$ cat src/scm_pkg.sv
// Package for the solar charge state machine: state type, output codes,
// register indexes and reset values. Used by solar_charge_state_machine.
`default_nettype none
package scm_pkg;

	typedef enum logic [6:0] {
		ST_BOOT      = 7'b0000001,
		ST_SELF_TEST = 7'b0000010,
		ST_IDLE      = 7'b0000100,
		ST_SOLAR     = 7'b0001000,
		ST_CHARGING  = 7'b0010000,
		ST_FULL      = 7'b0100000,
		ST_FAULT     = 7'b1000000
	} state_t;

	localparam logic [2:0] CODE_BOOT      = 3'd0;
	localparam logic [2:0] CODE_SELF_TEST = 3'd1;
	localparam logic [2:0] CODE_IDLE      = 3'd2;
	localparam logic [2:0] CODE_SOLAR     = 3'd3;
	localparam logic [2:0] CODE_CHARGING  = 3'd4;
	localparam logic [2:0] CODE_FULL      = 3'd5;
	localparam logic [2:0] CODE_FAULT     = 3'd6;

	typedef enum logic [2:0] {
		REG_PHASE_DELAY = 3'd0,
		REG_SOLAR_ON    = 3'd1,
		REG_SOLAR_LIMIT = 3'd2,
		REG_SOLAR_LOST  = 3'd3,
		REG_RESUME_SOC  = 3'd4
	} reg_idx_t;

	localparam logic [15:0] PHASE_DELAY_RST = 16'd1500;
	localparam logic [15:0] SOLAR_ON_RST    = 16'd12000;
	localparam logic [15:0] SOLAR_LIMIT_RST = 16'd25000;
	localparam logic [15:0] SOLAR_LOST_RST  = 16'd5000;
	localparam logic [6:0]  RESUME_SOC_RST  = 7'd90;
	localparam logic [6:0]  SOC_FULL        = 7'd100;

	typedef struct packed {
		logic [31:0] now_ms;
		logic        critical_fault;
		logic [6:0]  charge_percent;
		logic [15:0] solar_mv;
	} item_t;

	function automatic logic [2:0] state_code(input state_t s);
		logic [2:0] c;
		begin
			case (s)
				ST_BOOT:      c = CODE_BOOT;
				ST_SELF_TEST: c = CODE_SELF_TEST;
				ST_IDLE:      c = CODE_IDLE;
				ST_SOLAR:     c = CODE_SOLAR;
				ST_CHARGING:  c = CODE_CHARGING;
				ST_FULL:      c = CODE_FULL;
				ST_FAULT:     c = CODE_FAULT;
				default:      c = CODE_BOOT;
			endcase
			return c;
		end
	endfunction

endpackage
`default_nettype wire

$ cat src/solar_charge_state_machine.sv
// Solar charge state machine: input register, next-state logic, result register
// and APB register bank. Depends on scm_pkg.
//
//  channel | dir | handshake                 | contents
//  s_      | in  | s_tvalid / s_tready       | solar_mv, charge_percent, critical_fault, now_ms
//  m_      | out | m_tvalid / m_tready       | charge_state, fault_entered
//  apb     | in  | psel & penable & pwrite   | five config registers at 4*i
//
// One word per cycle sustained while the output is not stalled; each result word passes
// through the input register, then the result register.
// The state update happens when a word moves from the input register to the result
// register, so each word sees the state left by the one before it.
// Reset puts the machine in boot with no phase started and loads register defaults.
// A stalled output holds its word; the input register then takes at most one more word and holds it.
`default_nettype none
module solar_charge_state_machine (
	input  wire logic        clk,
	input  wire logic        arst_n,
	input  wire logic        s_tvalid,
	output logic             s_tready,
	input  wire logic [55:0] s_tdata,   // solar_mv[15:0], charge_percent[22:16],
	                                    // critical_fault[23], now_ms[55:24]
	output logic             m_tvalid,
	input  wire logic        m_tready,
	output logic [7:0]       m_tdata,   // charge_state[2:0], fault_entered[3], zero pad
	input  wire logic        psel,
	input  wire logic        penable,
	input  wire logic        pwrite,
	input  wire logic [4:0]  paddr,
	input  wire logic [31:0] pwdata,
	output logic [31:0]      prdata,
	output logic             pready
);

	logic [15:0] phase_delay_q, solar_on_q, solar_limit_q, solar_lost_q;
	logic [6:0]  resume_soc_q;

	scm_pkg::state_t mode_q, mode_d;
	logic [31:0]     phase_start_q, phase_start_d;

	scm_pkg::item_t  item_s1;
	logic            valid_s1;
	logic            adv;
	logic            entered;

	logic [6:0]  soc;
	logic [31:0] elapsed;
	logic        phase_done;
	logic        solar_seen, solar_lost, below_resume, soc_full;
	logic [2:0]  reg_idx;

	// ---------------- config port ----------------
	assign pready  = 1'b1;
	assign reg_idx = paddr[4:2];

	always_ff @(posedge clk or negedge arst_n) begin
		if (!arst_n) begin
			phase_delay_q <= scm_pkg::PHASE_DELAY_RST;
			solar_on_q    <= scm_pkg::SOLAR_ON_RST;
			solar_limit_q <= scm_pkg::SOLAR_LIMIT_RST;
			solar_lost_q  <= scm_pkg::SOLAR_LOST_RST;
			resume_soc_q  <= scm_pkg::RESUME_SOC_RST;
		end else if (psel && penable && pwrite && pready) begin
			case (reg_idx)
				scm_pkg::REG_PHASE_DELAY: phase_delay_q <= pwdata[15:0];
				scm_pkg::REG_SOLAR_ON:    solar_on_q    <= pwdata[15:0];
				scm_pkg::REG_SOLAR_LIMIT: solar_limit_q <= pwdata[15:0];
				scm_pkg::REG_SOLAR_LOST:  solar_lost_q  <= pwdata[15:0];
				scm_pkg::REG_RESUME_SOC:  resume_soc_q  <= pwdata[6:0];
				default: ;
			endcase
		end
	end

	always_comb begin
		case (reg_idx)
			scm_pkg::REG_PHASE_DELAY: prdata = {16'd0, phase_delay_q};
			scm_pkg::REG_SOLAR_ON:    prdata = {16'd0, solar_on_q};
			scm_pkg::REG_SOLAR_LIMIT: prdata = {16'd0, solar_limit_q};
			scm_pkg::REG_SOLAR_LOST:  prdata = {16'd0, solar_lost_q};
			scm_pkg::REG_RESUME_SOC:  prdata = {25'd0, resume_soc_q};
			default:                  prdata = 32'd0;
		endcase
	end

	// ---------------- handshake ----------------
	assign adv      = valid_s1 && (!m_tvalid || m_tready);
	assign s_tready = !valid_s1 || adv;

	always_ff @(posedge clk or negedge arst_n) begin
		if (!arst_n) begin
			valid_s1 <= 1'b0;
		end else if (s_tready) begin
			valid_s1 <= s_tvalid;
		end
	end

	always_ff @(posedge clk) begin
		if (s_tvalid && s_tready) begin
			item_s1 <= s_tdata;
		end
	end

	// ---------------- next state ----------------
	assign soc          = (item_s1.charge_percent > scm_pkg::SOC_FULL) ?
	                      scm_pkg::SOC_FULL : item_s1.charge_percent;
	assign soc_full     = (soc >= scm_pkg::SOC_FULL);
	assign below_resume = (soc < resume_soc_q);
	assign solar_seen   = (item_s1.solar_mv > solar_on_q) && (item_s1.solar_mv < solar_limit_q);
	assign solar_lost   = (item_s1.solar_mv < solar_lost_q);
	assign elapsed      = item_s1.now_ms - phase_start_q;   // wraps mod 2^32
	assign phase_done   = (phase_start_q != 32'd0) && (elapsed > {16'd0, phase_delay_q});

	always_comb begin
		mode_d        = mode_q;
		phase_start_d = phase_start_q;
		entered       = 1'b0;
		if (item_s1.critical_fault) begin
			entered = (mode_q != scm_pkg::ST_FAULT);
			mode_d  = scm_pkg::ST_FAULT;
		end else begin
			case (mode_q)
				scm_pkg::ST_BOOT, scm_pkg::ST_SELF_TEST: begin
					// zero start means not started: record now (a start at 0 records again)
					if (phase_start_q == 32'd0) begin
						phase_start_d = item_s1.now_ms;
					end else if (phase_done) begin
						phase_start_d = 32'd0;
						mode_d = (mode_q == scm_pkg::ST_BOOT) ?
						         scm_pkg::ST_SELF_TEST : scm_pkg::ST_IDLE;
					end
				end
				scm_pkg::ST_IDLE: begin
					if (soc_full)        mode_d = scm_pkg::ST_FULL;
					else if (solar_seen) mode_d = scm_pkg::ST_SOLAR;
				end
				scm_pkg::ST_SOLAR: begin
					if (soc_full)          mode_d = scm_pkg::ST_FULL;
					else if (solar_lost)   mode_d = scm_pkg::ST_IDLE;
					else if (below_resume) mode_d = scm_pkg::ST_CHARGING;
				end
				scm_pkg::ST_CHARGING: begin
					if (soc_full)        mode_d = scm_pkg::ST_FULL;
					else if (solar_lost) mode_d = scm_pkg::ST_IDLE;
				end
				scm_pkg::ST_FULL: begin
					if (below_resume) mode_d = scm_pkg::ST_CHARGING;
				end
				scm_pkg::ST_FAULT: begin
					phase_start_d = 32'd0;
					mode_d        = scm_pkg::ST_BOOT;
				end
				default: ;
			endcase
		end
	end

	always_ff @(posedge clk or negedge arst_n) begin
		if (!arst_n) begin
			mode_q        <= scm_pkg::ST_BOOT;
			phase_start_q <= 32'd0;
		end else if (adv) begin
			mode_q        <= mode_d;
			phase_start_q <= phase_start_d;
		end
	end

	// ---------------- result register ----------------
	always_ff @(posedge clk or negedge arst_n) begin
		if (!arst_n) begin
			m_tvalid <= 1'b0;
		end else if (!m_tvalid || m_tready) begin
			m_tvalid <= valid_s1;
		end
	end

	always_ff @(posedge clk) begin
		if (adv) begin
			m_tdata <= {4'd0, entered, scm_pkg::state_code(mode_d)};
		end
	end

	// ---------------- checks ----------------
	a_entered_is_fault: assert property (@(posedge clk) disable iff (!arst_n)
		m_tvalid && m_tdata[3] |-> m_tdata[2:0] == scm_pkg::CODE_FAULT)
		else $error("fault_entered without fault state");

	a_phase_only_timed: assert property (@(posedge clk) disable iff (!arst_n)
		phase_start_q != 32'd0 |-> (mode_q == scm_pkg::ST_BOOT ||
		mode_q == scm_pkg::ST_SELF_TEST || mode_q == scm_pkg::ST_FAULT))
		else $error("phase start held outside boot, self test or fault");

	a_fault_forces: assert property (@(posedge clk) disable iff (!arst_n)
		adv && item_s1.critical_fault |=> mode_q == scm_pkg::ST_FAULT)
		else $error("fault word did not force fault state");

	a_s1_held: assert property (@(posedge clk) disable iff (!arst_n)
		valid_s1 && !adv |=> valid_s1 && $stable(item_s1))
		else $error("input register lost a stalled word");

	a_state_frozen: assert property (@(posedge clk) disable iff (!arst_n)
		!adv |=> $stable(mode_q) && $stable(phase_start_q))
		else $error("state changed without a word advancing");

endmodule
`default_nettype wire

$ cat config.mk
export PLATFORM = sky130hd
export DESIGN_NAME = solar_charge_state_machine
export DESIGN_NICKNAME = d
export VERILOG_FILES = /design/src/scm_pkg.sv /design/src/solar_charge_state_machine.sv
export SDC_FILE = /design/constraint.sdc
export NUM_CORES = 1
export LEC_CHECK = 0
export BUFFER_PORTS_ARGS = -buffer_cell sky130_fd_sc_hd__buf_2
export CAP_MARGIN = 40
export CORE_ASPECT_RATIO = 0.7
export CORE_MARGIN = 2
export CORE_UTILIZATION = 60
export DETAILED_ROUTE_END_ITERATION = 8
export PLACE_DENSITY = 0.93
export SYNTH_ARGS = -nofsm -noshare
export SYNTH_HDL_FRONTEND = slang
export SYNTH_SLANG_ARGS = --single-unit
export TNS_END_PERCENT = 1
$ cat constraint.sdc
create_clock -name clk -period 15.03 [get_ports clk]
set_input_delay 2.2545 -clock clk [delete_from_list [all_inputs] [get_ports clk]]
set_output_delay 2.2545 -clock clk [all_outputs]
set_load 0.1 [all_outputs]
# == Yosys cells after proc, flatten, opt, wreduce, memory -nomap -nowiden ==
# Index checks and enable logic that the tools add are counted.
# classes
add_sub_neg,1
magnitude_cmp,7
n_eq_ne,19
mux,18
n_bitwise,1
n_reduce_logical,21
# op_table
op,n
case mux 16 bit (5 select lines),1
two-way mux 7 bit,11
two-way mux 32 bit,2
case mux 32 bit (2 select lines),1
case mux 7 bit (6 select lines),1
> comparator 32 x 16 -> 1 bit,1
logical NOT 32 bit,1
< comparator 16 bit,2
nonzero test 32 bit,1
subtractor 32 bit,1
case mux 3 bit (6 select lines),1
> comparator 16 bit,1
"equality test 7 x 2 -> 1 bit, second input constant",2
"equality test 7 x 3 -> 1 bit, second input constant",2
"equality test 7 x 4 -> 1 bit, second input constant",2
"equality test 7 x 5 -> 1 bit, second input constant",2
"equality test 7 x 6 -> 1 bit, second input constant",2
"equality test 7 bit, second input constant",2
AND reduction 2 bit,5
"equality test 7 x 1 -> 1 bit, second input constant",1
">= comparator 7 bit, second input constant",1
"> comparator 7 bit, second input constant",1
< comparator 7 bit,1
"inequality test 7 bit, second input constant",1
13 further kinds,21
# word_totals
reg_bits,172
in_bits,100
out_inout_bits,43
word_cells,82

# == Longest topological paths before layout ==
# depth
ltp_word,10
depth_mapped,23
depth_no_buf,22

# == Worst setup path before layout ==
# No wires, ideal clock.
# synth_path
path_type,in2out
startpoint,input port paddr[3]
endpoint,output port prdata[1]
t_arrival_ps,4766
required_ps,12776
setup_slack_ps,8010
path_stages,5
path_buffers,3
cell_sequence,clkbuf_1 buf_1 buf_1 a22oi_1 o22ai_1
# synth_between
elab_chain_len,2
elab_cells_between_ends,6
cone_classes,eq/ne (4); mux (1); reduce/logical (1)
# synth_rtl
element,line,source
"start, declared",solar_charge_state_machine.sv:29,"input wire logic [4:0] paddr,"
"equality test 3 bit, or another cell as far along",solar_charge_state_machine.sv:76,case (reg_idx)
case mux 16 bit (5 select lines) (*),solar_charge_state_machine.sv:76,
"end, declared",solar_charge_state_machine.sv:31,"output logic [31:0] prdata,"
# Mark *: on every way between the ends. The rest lies on a longest branch, timed or not.

# == Worst setup path after layout ==
# layout_path
startpoint,input port paddr[2]
endpoint,output port prdata[6]
# Same word-level chain as after synthesis.

==> metrics.cfg <==
[run_status]
status=completed

[grt]
track_usage=0.287
antenna_found_initial=1
gr-total-overflow=0
grt_pass1_wl_mm=44.9
grt_pass1_vias=8750
grt_max_degree=67

[flow_run]
max_cap_viol_count=0

[die]
dieArea_sq_um=19500
die_w_microns=166
fp.dieH_microns=118
num_rows=41
pin_count=143
initial_utilization=0.614
coreArea_sq_um=18000

[clock_tree]
clock_path_buffers=2
cts-root-buf=clkbuf_16
cts_setup_buffers=0
cts_tree=built
cts_max_level=4
cts.repair.resized=0
clock_sinks=172
cts-buffers-inserted=17
path_clk_slew_ns=0.06
clock_latency_ns=0.44
cts_hold_buf=0

[yosys]
syn_inst=1174
seq_area_frac_synth=0.420
synth_edf_count=60
post-synth-top-area-cell=dfrtp_1
synthArstFlopShare=0.651
yosys_warnings=0
avgSynthCellArea_sq_um=9.41
synth_top_area_frac=0.186
synth_ff_type=dfrtp_1
synthTopCellsByCount=161 x nand2_1, 121 x o21ai_0, 114 x inv_1, 99 x ha_1, 82 x dfrtp_1
netlist_area_sq_um=11100
synth_area_leaders=dfrtp_1 19%, edfxtp_1 16%, ha_1 11%
ys_ff_latch=172
synth.most_common_cell=nand2_1
yosys.cell_types.count=80

[timing]
tns_ns=0
rsz0062_at_grt=false
timing.hold.ws_ns=0.493
min_period_ns=6.54
tightest_slew_ns=0.892
finalHoldViolCount=0
max_clock_freq_ghz=0.153
skew_ns=0.0167
maxSlewViolCount=0
post-route-period-util=0.435
relSlewSlack=0.405
setup-violations-final=0

[worst_setup_path]
timing.rr.start=phase_start_q[0]$_DFFE_PN0P_
r2r_slack_ns=9.09
critPathMaxFanout=29
required_ns=12.78
regToRegEndpoint=m_tdata[0]$_DFFE_PP_
end_kind=output pin
crit_arrival_ns=4.29
r2r_cells=19
worstSetupPathType=input pin to output pin
cp-start-kind=input pin

[worst_hold_path]
hold_path_depth=1
worstHoldStart=valid_s1$_DFFE_PN0N_
hold_path_class=flop to flop
hold_end=m_tvalid$_DFFE_PN0P_

[detailed_routing]
wire_per_inst_microns=18.5
drt_iter0_drc=1139
firstDrtPassIters=6
viasPerCell=6.19
dr_total_vias=9307
antenna_left=0
drc_errors=0
wl_mm=27.9

[pwr]
power_leakage_nw=5.42
powerDensity_nw_per_um2=189
vdd_drop_max_uv=134

[finish]
final_cell_area_sq_um=12300
drive_gt1_frac=0.184
fin_nets=1454
area_growth_pct=11.4

[placed_design]
hpwlAfterDp_mm=19.9
port_buffers=103
routabilityCongestion=0.960
place_area_sq_um=11700

==> power breakdown <==
group	internal [mW]	leakage [nW]	switching, mW
sequential	0.601	1.93	0.0838
clock	0.282	0.307	0.203
combinational	0.416	3.18	0.746
==> critical path, stage by stage <==
cell	delay [ns]
buf_2	0.56
nor2b_1	0.52
a22oi_1	0.18
o22ai_1	0.27
buf_2	0.49
==> per-stage QoR <==
step	util	std cells	power, mW	setup slack [ns]
after floorplan	-	1193	1.53	8.01
after CTS	0.684	1502	2.30	8.57
after global placement	0.648	1469	1.75	8.64
after global routing	0.684	1503	2.47	8.35
final	0.684	1504	2.33	8.49
after detailed placement	0.648	1470	1.80	8.62
==> flip-flops by register name (all words and copies together), names as in the netlist <==
signal / flops
phase_start_q: 32
valid_s1: 1
phase_delay_q: 16
mode_q: 7
solar_on_q: 16
m_tdata: 4
resume_soc_q: 7
solar_limit_q: 16
item_s1: 56
m_tvalid: 1
solar_lost_q: 16
==> layout by cell type, fill, tap and decap left out, types with 4 or more instances in the layout <==
cell type and count:
o22ai_1 9, nor4_1 12, nand2b_1 12, dfstp_2 30, a211oi_1 5, and2_1 8, xor2_1 16, dfrtp_1 82
o21a_1 7, o21ai_0 121, o21ai_1 5, clkbuf_16 17, buf_4 8, nor2b_1 17, mux4_2 9, o21bai_1 7
nand2_1 161, a21o_1 28, o211ai_1 7, inv_6 4, a21oi_1 58, mux2_2 28, nor3_1 8, buf_2 102
inv_1 114, a211o_1 4, nand3_1 14, ha_1 99, nor2_1 49, nand4_1 20, edfxtp_1 60, xnor2_1 12
conb_1 21, bufinv_16 4, a22oi_1 15, or3_1 8, a31oi_1 7, a21oi_2 4
==> cell families (layout without fill, tap and decap cells) <==
logic type,count (synthesis),in the layout,synth area share
flops,172,172,0.420
simple gates,330,330,0.140
mux,38,38,0.0478
buf+inv,184,258,0.0710
other cells,2,22,0.000680
compound gates,320,320,0.184
fa+ha+maj,100,100,0.114
xor+xnor,28,28,0.0222
==> cell type report <==
| cell class | count | area (sq um) |
|---|---|---|
| timing repair buffer | 112 | 591 |
| inverter | 114 | 428 |
| fill | 1305 | 5690 |
| clock inverter | 15 | 209 |
| multi-input combinational | 837 | 5720 |
| clock buffer | 17 | 425 |
| sequential | 172 | 4640 |
| antenna | 1 | 2.50 |
| tap | 236 | 295 |
==> metal layers <==
layer  vias to the layer above  track usage  part of all wire
li1                       4306            -                 -
met1                      4433        0.421              0.45
met2                       516        0.429              0.44
met3                        52       0.0649             0.095
met4                         0       0.0846             0.020
met5                         -            0                 0
==> worst max path at each step <==
| stage | from | endpoint | slack, ns | cells after the start |
|---|---|---|---|---|
| after detailed placement | paddr[2] | prdata[0] | 8.62 | 5 |
| after floorplan | paddr[3] | prdata[1] | 8.01 | 5 |
| after CTS | paddr[2] | prdata[5] | 8.57 | 5 |
| after global placement | paddr[2] | prdata[4] | 8.64 | 5 |
| final | paddr[2] | prdata[6] | 8.49 | 5 |
| after global routing | paddr[2] | prdata[3] | 8.35 | 5 |
(Power assumes the default switching activity.)
